[src/frac_pkg.sv]
`timescale 1ns / 1ps
// ----------------------------------------------------------------------------
// frac_pkg
// Shared widths, command and status types for the fraction reducer.
// ----------------------------------------------------------------------------
package frac_pkg;

	localparam int DATA_WIDTH = 32;
	localparam int DIV_WIDTH  = DATA_WIDTH - 1;
	localparam int CNT_WIDTH  = $clog2(DATA_WIDTH);
	localparam int S_TDATA_WIDTH = ((2 * DATA_WIDTH + 7) / 8) * 8;
	localparam int M_TDATA_WIDTH = ((2 * DATA_WIDTH + DIV_WIDTH + 7) / 8) * 8;
	localparam int M_PAD_WIDTH   = M_TDATA_WIDTH - (2 * DATA_WIDTH + DIV_WIDTH);

	typedef enum logic [4:0] {
		ST_IDLE  = 5'b00001,
		ST_GCD   = 5'b00010,
		ST_SHIFT = 5'b00100,
		ST_DIV   = 5'b01000,
		ST_DONE  = 5'b10000
	} state_t;

	typedef struct packed {
		logic load;
		logic gcd_step;
		logic gcd_fold;
		logic shl_step;
		logic div_init;
		logic div_step;
		logic out_load;
	} cmd_t;

	typedef struct packed {
		logic zero_den;
		logic gcd_done;
		logic shl_done;
		logic div_last;
	} sts_t;

endpackage

[src/frac_ctrl.sv]
`timescale 1ns / 1ps
// ----------------------------------------------------------------------------
// frac_ctrl
// Sequencer: steps the datapath through gcd, shift-back, division and output.
// ----------------------------------------------------------------------------
module frac_ctrl (
	input  logic           clk,
	input  logic           arst_n,
	input  logic           s_tvalid,
	output logic           s_tready,
	output logic           m_tvalid,
	input  logic           m_tready,
	input  frac_pkg::sts_t sts,
	output frac_pkg::cmd_t cmd
);

	frac_pkg::state_t state_q;
	frac_pkg::state_t state_d;
	logic             out_valid_q;
	logic             out_free;

	assign out_free = !out_valid_q || m_tready;
	assign s_tready = (state_q == frac_pkg::ST_IDLE);
	assign m_tvalid = out_valid_q;

	always_comb begin
		state_d = state_q;
		cmd     = '0;
		unique case (state_q)
			frac_pkg::ST_IDLE: begin
				if (s_tvalid) begin
					cmd.load = 1'b1;
					state_d  = frac_pkg::ST_GCD;
				end
			end
			frac_pkg::ST_GCD: begin
				if (sts.zero_den) begin
					state_d = frac_pkg::ST_DONE;
				end else if (sts.gcd_done) begin
					cmd.gcd_fold = 1'b1;
					state_d      = frac_pkg::ST_SHIFT;
				end else begin
					cmd.gcd_step = 1'b1;
				end
			end
			frac_pkg::ST_SHIFT: begin
				if (sts.shl_done) begin
					cmd.div_init = 1'b1;
					state_d      = frac_pkg::ST_DIV;
				end else begin
					cmd.shl_step = 1'b1;
				end
			end
			frac_pkg::ST_DIV: begin
				cmd.div_step = 1'b1;
				if (sts.div_last) begin
					state_d = frac_pkg::ST_DONE;
				end
			end
			frac_pkg::ST_DONE: begin
				if (out_free) begin
					cmd.out_load = 1'b1;
					state_d      = frac_pkg::ST_IDLE;
				end
			end
			default: begin
				state_d = frac_pkg::ST_IDLE;
			end
		endcase
	end

	always_ff @(posedge clk or negedge arst_n) begin
		if (!arst_n) begin
			state_q     <= frac_pkg::ST_IDLE;
			out_valid_q <= 1'b0;
		end else begin
			state_q <= state_d;
			if (cmd.out_load) begin
				out_valid_q <= 1'b1;
			end else if (m_tready) begin
				out_valid_q <= 1'b0;
			end
		end
	end

endmodule

[src/frac_dp.sv]
`timescale 1ns / 1ps
// ----------------------------------------------------------------------------
// frac_dp
// Datapath: magnitudes, binary gcd, shift-back and two restoring dividers.
// ----------------------------------------------------------------------------
module frac_dp (
	input  logic                                  clk,
	input  frac_pkg::cmd_t                        cmd,
	output frac_pkg::sts_t                        sts,
	input  logic signed [frac_pkg::DATA_WIDTH-1:0] numerator,
	input  logic signed [frac_pkg::DATA_WIDTH-1:0] denominator,
	output logic signed [frac_pkg::DATA_WIDTH-1:0] reduced_numerator,
	output logic signed [frac_pkg::DATA_WIDTH-1:0] reduced_denominator,
	output logic        [frac_pkg::DIV_WIDTH-1:0]  divisor,
	output logic                                  zero_denominator
);

	localparam int W = frac_pkg::DATA_WIDTH;

	logic                                nneg_q, dneg_q, err_q;
	logic [W-1:0]                        nmag_q, dmag_q;
	logic [W-1:0]                        a_q, b_q;
	logic [frac_pkg::CNT_WIDTH-1:0]      k_q;
	logic [frac_pkg::CNT_WIDTH-1:0]      cnt_q;
	logic [W-1:0]                        qn_q, qd_q, rn_q, rd_q;
	logic [W-1:0]                        nmag_in, dmag_in;
	logic [W-1:0]                        diff_ab, diff_ba;
	logic [W:0]                          rn_sh, rd_sh, g_ext;
	logic [W:0]                          rn_sub, rd_sub;
	logic                                n_ge, d_ge;
	logic [W-1:0]                        out_n, out_d;

	assign nmag_in = numerator[W-1]   ? (~numerator + 1'b1)   : numerator;
	assign dmag_in = denominator[W-1] ? (~denominator + 1'b1) : denominator;
	assign diff_ab = a_q - b_q;
	assign diff_ba = b_q - a_q;

	// one quotient bit per cycle on each lane, shared divisor in a_q
	assign g_ext  = {1'b0, a_q};
	assign rn_sh  = {rn_q, qn_q[W-1]};
	assign rd_sh  = {rd_q, qd_q[W-1]};
	assign rn_sub = rn_sh - g_ext;
	assign rd_sub = rd_sh - g_ext;
	assign n_ge   = (rn_sh >= g_ext);
	assign d_ge   = (rd_sh >= g_ext);

	assign sts.zero_den = err_q;
	assign sts.gcd_done = (a_q == '0) || (b_q == '0);
	assign sts.shl_done = (k_q == '0);
	assign sts.div_last = (cnt_q == '0);

	assign out_n = err_q ? nmag_q : qn_q;
	assign out_d = err_q ? dmag_q : qd_q;

	always_ff @(posedge clk) begin
		if (cmd.load) begin
			nneg_q <= numerator[W-1];
			dneg_q <= denominator[W-1];
			nmag_q <= nmag_in;
			dmag_q <= dmag_in;
			err_q  <= (dmag_in == '0);
			a_q    <= nmag_in;
			b_q    <= dmag_in;
			k_q    <= '0;
		end
		if (cmd.gcd_step) begin
			if (!a_q[0] && !b_q[0]) begin
				a_q <= a_q >> 1;
				b_q <= b_q >> 1;
				k_q <= k_q + 1'b1;
			end else if (!a_q[0]) begin
				a_q <= a_q >> 1;
			end else if (!b_q[0]) begin
				b_q <= b_q >> 1;
			end else if (a_q >= b_q) begin
				a_q <= diff_ab >> 1;
			end else begin
				b_q <= diff_ba >> 1;
			end
		end
		if (cmd.gcd_fold) begin
			a_q <= a_q | b_q;
		end
		if (cmd.shl_step) begin
			a_q <= a_q << 1;
			k_q <= k_q - 1'b1;
		end
		if (cmd.div_init) begin
			qn_q  <= nmag_q;
			qd_q  <= dmag_q;
			rn_q  <= '0;
			rd_q  <= '0;
			cnt_q <= frac_pkg::CNT_WIDTH'(W - 1);
		end
		if (cmd.div_step) begin
			rn_q  <= n_ge ? rn_sub[W-1:0] : rn_sh[W-1:0];
			rd_q  <= d_ge ? rd_sub[W-1:0] : rd_sh[W-1:0];
			qn_q  <= {qn_q[W-2:0], n_ge};
			qd_q  <= {qd_q[W-2:0], d_ge};
			cnt_q <= cnt_q - 1'b1;
		end
		if (cmd.out_load) begin
			reduced_numerator   <= nneg_q ? (~out_n + 1'b1) : out_n;
			reduced_denominator <= dneg_q ? (~out_d + 1'b1) : out_d;
			zero_denominator    <= err_q;
			if (err_q) begin
				divisor <= '0;
			end else if (a_q[W-1]) begin
				divisor <= '1;
			end else begin
				divisor <= a_q[W-2:0];
			end
		end
	end

endmodule

[src/fraction_reducer_unit.sv]
`timescale 1ns / 1ps
// ----------------------------------------------------------------------------
// fraction_reducer_unit
// Reduces one signed fraction per item by the gcd of the magnitudes.
// ----------------------------------------------------------------------------
// One item is worked on at a time. It takes G binary gcd steps (one shift
// or subtract per cycle, at most about 2W, where W is the data width, 32),
// then restores the K common factors of two by a one-bit shift per cycle.
// The two quotients come from a pair of restoring dividers, one bit per
// cycle, sharing the divisor. A zero denominator skips the gcd, shift and
// division steps.
// A finished result waits in the output register while the next item is taken.
module fraction_reducer_unit (
	input  logic                               clk,
	input  logic                               arst_n,
	input  logic                               s_tvalid,
	output logic                               s_tready,
	// numerator, denominator
	input  logic [frac_pkg::S_TDATA_WIDTH-1:0] s_tdata,
	output logic                               m_tvalid,
	input  logic                               m_tready,
	// reduced_numerator, reduced_denominator, divisor, zero pad
	output logic [frac_pkg::M_TDATA_WIDTH-1:0] m_tdata,
	// zero_denominator
	output logic                               m_tuser
);

	localparam int W = frac_pkg::DATA_WIDTH;

	frac_pkg::cmd_t                    cmd;
	frac_pkg::sts_t                    sts;
	logic signed [W-1:0]               red_num, red_den;
	logic [frac_pkg::DIV_WIDTH-1:0]    div_val;

	frac_ctrl u_ctrl (
		.clk      (clk),
		.arst_n   (arst_n),
		.s_tvalid (s_tvalid),
		.s_tready (s_tready),
		.m_tvalid (m_tvalid),
		.m_tready (m_tready),
		.sts      (sts),
		.cmd      (cmd)
	);

	frac_dp u_dp (
		.clk                 (clk),
		.cmd                 (cmd),
		.sts                 (sts),
		.numerator           (s_tdata[W-1:0]),
		.denominator         (s_tdata[2*W-1:W]),
		.reduced_numerator   (red_num),
		.reduced_denominator (red_den),
		.divisor             (div_val),
		.zero_denominator    (m_tuser)
	);

	generate
		if (frac_pkg::M_PAD_WIDTH > 0) begin : g_pad
			assign m_tdata = {{frac_pkg::M_PAD_WIDTH{1'b0}}, div_val, red_den, red_num};
		end else begin : g_nopad
			assign m_tdata = {div_val, red_den, red_num};
		end
	endgenerate

endmodule

[config.mk]
export PLATFORM = sky130hd
export DESIGN_NAME = fraction_reducer_unit
export DESIGN_NICKNAME = d
export VERILOG_FILES = /design/src/frac_pkg.sv /design/src/frac_ctrl.sv /design/src/frac_dp.sv /design/src/fraction_reducer_unit.sv
export SDC_FILE = /design/constraint.sdc
export NUM_CORES = 1
export LEC_CHECK = 0
export BUFFER_PORTS_ARGS = -buffer_cell sky130_fd_sc_hd__buf_2
export CELL_PAD_IN_SITES_DETAIL_PLACEMENT = 1
export CELL_PAD_IN_SITES_GLOBAL_PLACEMENT = 1
export CORE_ASPECT_RATIO = 0.7
export CORE_MARGIN = 4
export CORE_UTILIZATION = 30
export DETAILED_ROUTE_END_ITERATION = 6
export PLACE_DENSITY = 0.55
export SYNTH_ARGS = -nofsm -noshare
export SYNTH_HDL_FRONTEND = slang
export SYNTH_HIERARCHICAL = 1
export SYNTH_SLANG_ARGS = --single-unit
[constraint.sdc]
create_clock -name clk -period 7.13 [get_ports clk]
set_clock_uncertainty 0.1 [all_clocks]
set_input_delay 1.426 -clock clk [delete_from_list [all_inputs] [get_ports clk]]
set_output_delay 1.426 -clock clk [all_outputs]
set_load 0.02 [all_outputs]
# Word-level counts from Yosys, hierarchy flattened
# Cells that the tools add are included.
word_totals:
  latch_bits: 0
  memories: 0
  regBits: 371
  inputBits: 68
  rom_bits: 0
  ram_bits: 0
op_classes:
  muxes: 57
  n_shift: 0
  n_addsub: 11
  bitwise_logic: 5
  magnitude_cmp: 3
  mul: 0
  n_eq_ne: 10
  reduce_logical: 14
  div_mod_pow: 0
ops:
  columns: ["cell", "n"]
  rows:
  - ["2-to-1 mux 32 bit", 29]
  - ["adder 32 x 1 -> 32 bit (second input constant)", 4]
  - ["inverter 32 bit", 4]
  - ["subtractor 32 bit", 4]
  - ["zero test 32 bit", 3]
  - ["greater-or-equal comparator 33 x 32 -> 1 bit", 2]
  - ["2-to-1 mux 5 bit", 12]
  - ["greater-or-equal comparator 32 bit", 1]
  - ["bitwise OR 32 bit", 1]
  - ["2-to-1 mux 31 bit", 1]
  - ["one-hot mux 5 bit (5 select lines)", 1]
  - ["2-to-1 mux 1 bit", 11]
  - ["zero test 5 bit", 2]
  - ["subtractor 5 x 1 -> 5 bit (second input constant)", 2]
  - ["2-to-1 mux 2 bit", 3]
  - ["!= test 2 bit (second input constant)", 3]
  - ["adder 5 x 1 -> 5 bit (second input constant)", 1]
  - ["== test 5 x 1 -> 1 bit (second input constant)", 1]
  - ["== test 5 x 2 -> 1 bit (second input constant)", 1]
  - ["== test 5 x 3 -> 1 bit (second input constant)", 1]
  - ["== test 5 x 4 -> 1 bit (second input constant)", 1]
  - ["== test 5 bit (second input constant)", 1]
  - ["AND reduction 5 bit", 1]
  - ["nonzero test 2 bit", 2]
  - ["other kinds (5)", 8]

# Longest topological paths before layout
logic_depth:
  ltp_word: 11
  ltp_mapped: 18
  depth_no_buf: 12

# Modules after synthesis
# Netlist, hierarchy kept.
modules_own_cells:
  columns: ["mod", "area_per_inst_um2", "cells_each", "instances"]
  rows:
  - ["frac_dp", 25891.1, 2720, 1]
  - ["frac_ctrl", 374.1, 42, 1]
  - ["fraction_reducer_unit", 11.3, 2, 1]

# Worst setup path after synthesis
# Ideal clock, no wire load.
synth_path:
  kind: "input to register"
  from: "in m_tready"
  to: "reg u_dp/divisor[0] (netlist name), enable pin"
  t_required_ns: 6.448
  path_buffers: 0
  slack_ns: 0.411
  t_arrival_ns: 6.036
  setup_time_ns: 0.582
  stages: 2
  cell_sequence: "inv_1 -> a21oi_1"
synth_lines:
  columns: ["item", "line", "source"]
  rows:
  - ["from (decl)", "fraction_reducer_unit.sv:21", "input logic m_tready,"]
  - ["to (signal assigned)", "frac_dp.sv:111", "divisor <= a_q[W-2:0];"]
  - ["to (decl)", "frac_dp.sv:14", "output logic [frac_pkg::DIV_WIDTH-1:0] divisor,"]

# Worst setup path in the final report
layout_path:
  from: "reg u_dp.a_q[1]"
  to: "reg u_dp.qn_q[0] (data pin)"
layout_via:
  elab_chain_cells: 2
layout_rtl:
  columns: ["item", "line", "source"]
  rows:
  - ["from (decl)", "frac_dp.sv:22", "logic [W-1:0] a_q, b_q;"]
  - ["from (signal assigned)", "frac_dp.sv:62", "a_q <= nmag_in;"]
  - ["from (signal assigned)", "frac_dp.sv:68", "a_q <= a_q >> 1;"]
  - ["from (signal assigned)", "frac_dp.sv:72", "a_q <= a_q >> 1;"]
  - ["greater-or-equal comparator 33 x 32 -> 1 bit", "frac_dp.sv:44", "assign n_ge = (rn_sh >= g_ext);"]
  - ["2-to-1 mux 32 bit", "frac_dp.sv:95", "if (cmd.div_step) begin"]
  - ["to (signal assigned)", "frac_dp.sv:89", "qn_q <= nmag_q;"]
  - ["to (signal assigned)", "frac_dp.sv:98", "qn_q <= {qn_q[W-2:0], n_ge};"]
  - ["to (decl)", "frac_dp.sv:25", "logic [W-1:0] qn_q, qd_q, rn_q, rd_q;"]
# No other way between the ends.
# A chain may end at the register's enable or synchronous reset.

==> flow_metrics.env <==
export IMPL_cts_sinks=371
export IMPL_status="complete, no violations"
export IMPL_r2r_end="u_dp/qn_q[0]"
export IMPL_die_area_mm2=0.0925
export IMPL_clock_fmax_ghz=0.202
export IMPL_hold_viol=0
export IMPL_cp_cell_sequence="inv_1 > ha_1 > nor2b_1 > o31a_1 > o22ai_1 > a21o_1 > nand2_1 > a211oi_1 > nor2_4 > nand2_1 > o21ai_0"
export IMPL_core_mm2=0.0865
export IMPL_clk_latency_ps=610
export IMPL_ant_nets=0
export IMPL_clockRootBuffer="clkbuf_16"
export IMPL_slew_violations=0
export IMPL_seqPwrFrac_pct=28.0
export IMPL_boundaryPins=167
export IMPL_fin_crit_sh_pct=69.6
export IMPL_start_kind="flip-flop"
export IMPL_syn2layout_area_growth_pct=13.1
export IMPL_synth_area_leaders="edfxtp_1 (34%), ha_1 (8.0%), dfxtp_1 (5.3%)"
export IMPL_yosysSeqAreaShare_pct=39.7
export IMPL_path_clk_slew_ps=60
export IMPL_synth_top_cell_area_share_pct=33.8
export IMPL_hpwl_mm=75.3
export IMPL_synth_xor_area_share_pct=7.67
export IMPL_portBuffers=165
export IMPL_synth_top_family_by_area="compound AO/OA/AOI/OAI gates"
export IMPL_synth_edf_count=296
export IMPL_grt_pass1_vias=22700
export IMPL_synthCells=2764
export IMPL_crit_type="flip-flop to flip-flop"
export IMPL_start_util_pct=30.4
export IMPL_die_w_um=362
export IMPL_combPwrFrac_pct=52.4
export IMPL_holdBufCountCts=0
export IMPL_drc=0
export IMPL_cts_setup_buffers=0
export IMPL_tightest_slew_ps=1200
export IMPL_startpoint="u_dp/a_q[1]"
export IMPL_power_density_mw_per_mm2=394
export IMPL_synth_area_leader_cell="edfxtp_1"
export IMPL_placed_cell_area_mm2=0.0283
export IMPL_fin_tns_setup_ps=0
export IMPL_crit_slowest_cell="a211oi_1"
export IMPL_finalSetupViolCount=0
export IMPL_sw_frac_of_total_pct=46.7
export IMPL_fin_nets=3115
export IMPL_synth_warnings=6
export IMPL_wl_mm=98.7
export IMPL_maxSlewHeadroom_pct=19.6
export IMPL_ys_seq_elements=371
export IMPL_avgViaCountPerCell=5.51
export IMPL_routedWlPerCell_um=24.3
export IMPL_rr_worst_depth=11
export IMPL_die_h_um=256
export IMPL_cap_violations=0
export IMPL_p_int_w=0.00624
export IMPL_synth_compound_area_share_pct=18.3
export IMPL_holdPathEnd="u_ctrl/state_q[4]"
export IMPL_worstSetupEndpointType="flip-flop"
export IMPL_cts_buffers=45
export IMPL_n_fill_cell=9922
export IMPL_antenna_found_initial=10
export IMPL_whs_path_depth=1
export IMPL_arrival_ps=5180
export IMPL_drive_gt1_share_pct=12.7
export IMPL_timing_rr_start="u_dp/a_q[1]"
export IMPL_post_cts_resized=0
export IMPL_drtIter0Drc=1807
export IMPL_synthesis_area_mm2=0.0263
export IMPL_cts_tree="done"
export IMPL_fin_util_pct=34.4
export IMPL_synth_mux_area_share_pct=7.78
export IMPL_ir_worst_vdd_v=0.000167
export IMPL_p_clk_share_pct=19.7
export IMPL_min_from="u_ctrl/state_q[4]"
export IMPL_grt_util_all_layers_pct=20.6
export IMPL_grt_pass1_wl_mm=148
export IMPL_synth_common_cells="edfxtp_1 (296), a21oi_1 (260), nor2_1 (226)"
export IMPL_synth_cell_types=95
export IMPL_syn_avg_cell_area_um2=9.51
export IMPL_dpl_worst_slack_ps=2260
export IMPL_vias=22400
export IMPL_slowest_delay_ps=990
export IMPL_ff2ff_setup_slack_ps=2170
export IMPL_clk_path_buf_depth=3
export IMPL_htree_num_levels=2
export IMPL_fin_crit_ps=4960
export IMPL_fp_row_count=90
export IMPL_path_common_cell="nand2_1"
export IMPL_worst_path_max_fanout=12
export IMPL_synth_nets=3003
export IMPL_first_pass_iters=6
export IMPL_synthFlopType="edfxtp_1"
export IMPL_design_area_mm2=0.0297
export IMPL_synthAdderAreaFrac_pct=8.26
export IMPL_gp_congestion=0.929
export IMPL_yosysMostFrequentCell="edfxtp_1"
export IMPL_grt_overflow=0
export IMPL_p_total_w=0.0117
export IMPL_p_switching_w=0.00546
export IMPL_worstPathRequired_ps=7350
export IMPL_setup_slack_ps=2170
export IMPL_async_reset_ff_share_pct=1.62
export IMPL_grt_setup_unrepaired="false"
export IMPL_synth_simple_area_share_pct=14.0
export IMPL_grt_start_max_net_pins=78
export IMPL_p_leak_nw=11.3
export IMPL_holdCritPathClass="flip-flop to flip-flop"
-- cells by family after synthesis --
family / Yosys count
AOI/OAI and AO/OA: 756
muxes: 196
xor gates and xnor gates: 230
DFF: 371
adders and majority gates: 171
and+or+nand+nor: 748
other: 1
buffers and inverters: 291
-- flip-flops by register name (all words and copies together), names as in the netlist, 31 cells and up --
register and flops:
u_dp/dmag_q 32, u_dp/rd_q 32, u_dp/reduced_denominator 32, u_dp/qd_q 32, u_dp/nmag_q 32, u_dp/a_q 32
u_dp/qn_q 32, u_dp/b_q 32, u_dp/rn_q 32, u_dp/reduced_numerator 32, u_dp/divisor 31
-- layout make-up --
type,instances,area [um^2],area share (%)
Antenna cell,2,5.00,0.0168
Sequential cell,371,10400,35.1
Timing Repair Buffer,195,1060,3.58
Inverter,161,607,2.04
Clock buffer,65,1290,4.35
Clock inverter,18,145,0.488
Multi-Input combinational cell,2102,14700,49.6
Tap cell,1150,1440,4.84
-- worst max path at each step --
stage | end | slack [ps] | cells after the start
6_report | u_dp/qn_q[0] | 2170 | 11
3_3_place_gp | u_dp/qn_q[0] | 2290 | 11
2_1_floorplan | u_dp/divisor[0] | 410 | 2
5_1_grt | u_dp/qn_q[0] | 1840 | 11
3_5_place_dp | u_dp/qn_q[0] | 2260 | 11
4_1_cts | u_dp/qn_q[0] | 2250 | 11
-- per-layer routing --
layer	up-vias	track usage [%]	wire length, um
met5	-	0	100
met4	16	5.01	2160
met3	120	4.77	6720
met2	509	30.8	41900
met1	11300	29.9	47800
li1	10400	-	-
-- cell usage in the layout (no fill, tap or decap), drive strengths merged, types with 16 or more instances in the layout --
master and instances:
dfxtp 69, mux2 66, o21ai 160, a22oi 24, ha 167, xnor2 145
o31ai 40, o211ai 29, nor3 76, a211oi 21, buf 195, a221oi 29
nand2b 23, nand4 24, nor2b 32, a21o 27, o21bai 19, or3 17
edfxtp 296, mux2i 130, o22ai 16, o221ai 16, clkbuf 65, nand2 174
xor2 85, or2 19, nor4 47, nor2 228, a21oi 260, o21a 16
inv 161, nand3 34
-- worst max-delay path: cells and delay by family, from the launching register on --
kind                     cells  cell delay, ps
AO/OA/AOI/OAI                5            2100
adder cells (fa/ha/maj)      1             380
buffers and inverters        1             330
flip-flops                   1             630
AND/OR/NAND/NOR              4            1110
-- metrics by stage --
step	std cells	hold WS, ps
final	4064	458
after floorplan	2764	353
after global placement	3979	437
after global routing	4062	493
after detailed placement	3979	450
after CTS	4062	460
-- power groups by stage --
stage	combinational (W)	clock, W	sequential (W)
floorplan	0.00423	0	0.00309
global placement	0.00600	0	0.00329
detailed placement	0.00601	0	0.00331
CTS	0.00605	0.00238	0.00326
global route	0.00668	0.00246	0.00331
finish	0.00613	0.00230	0.00327
(Power assumes the default switching activity.)
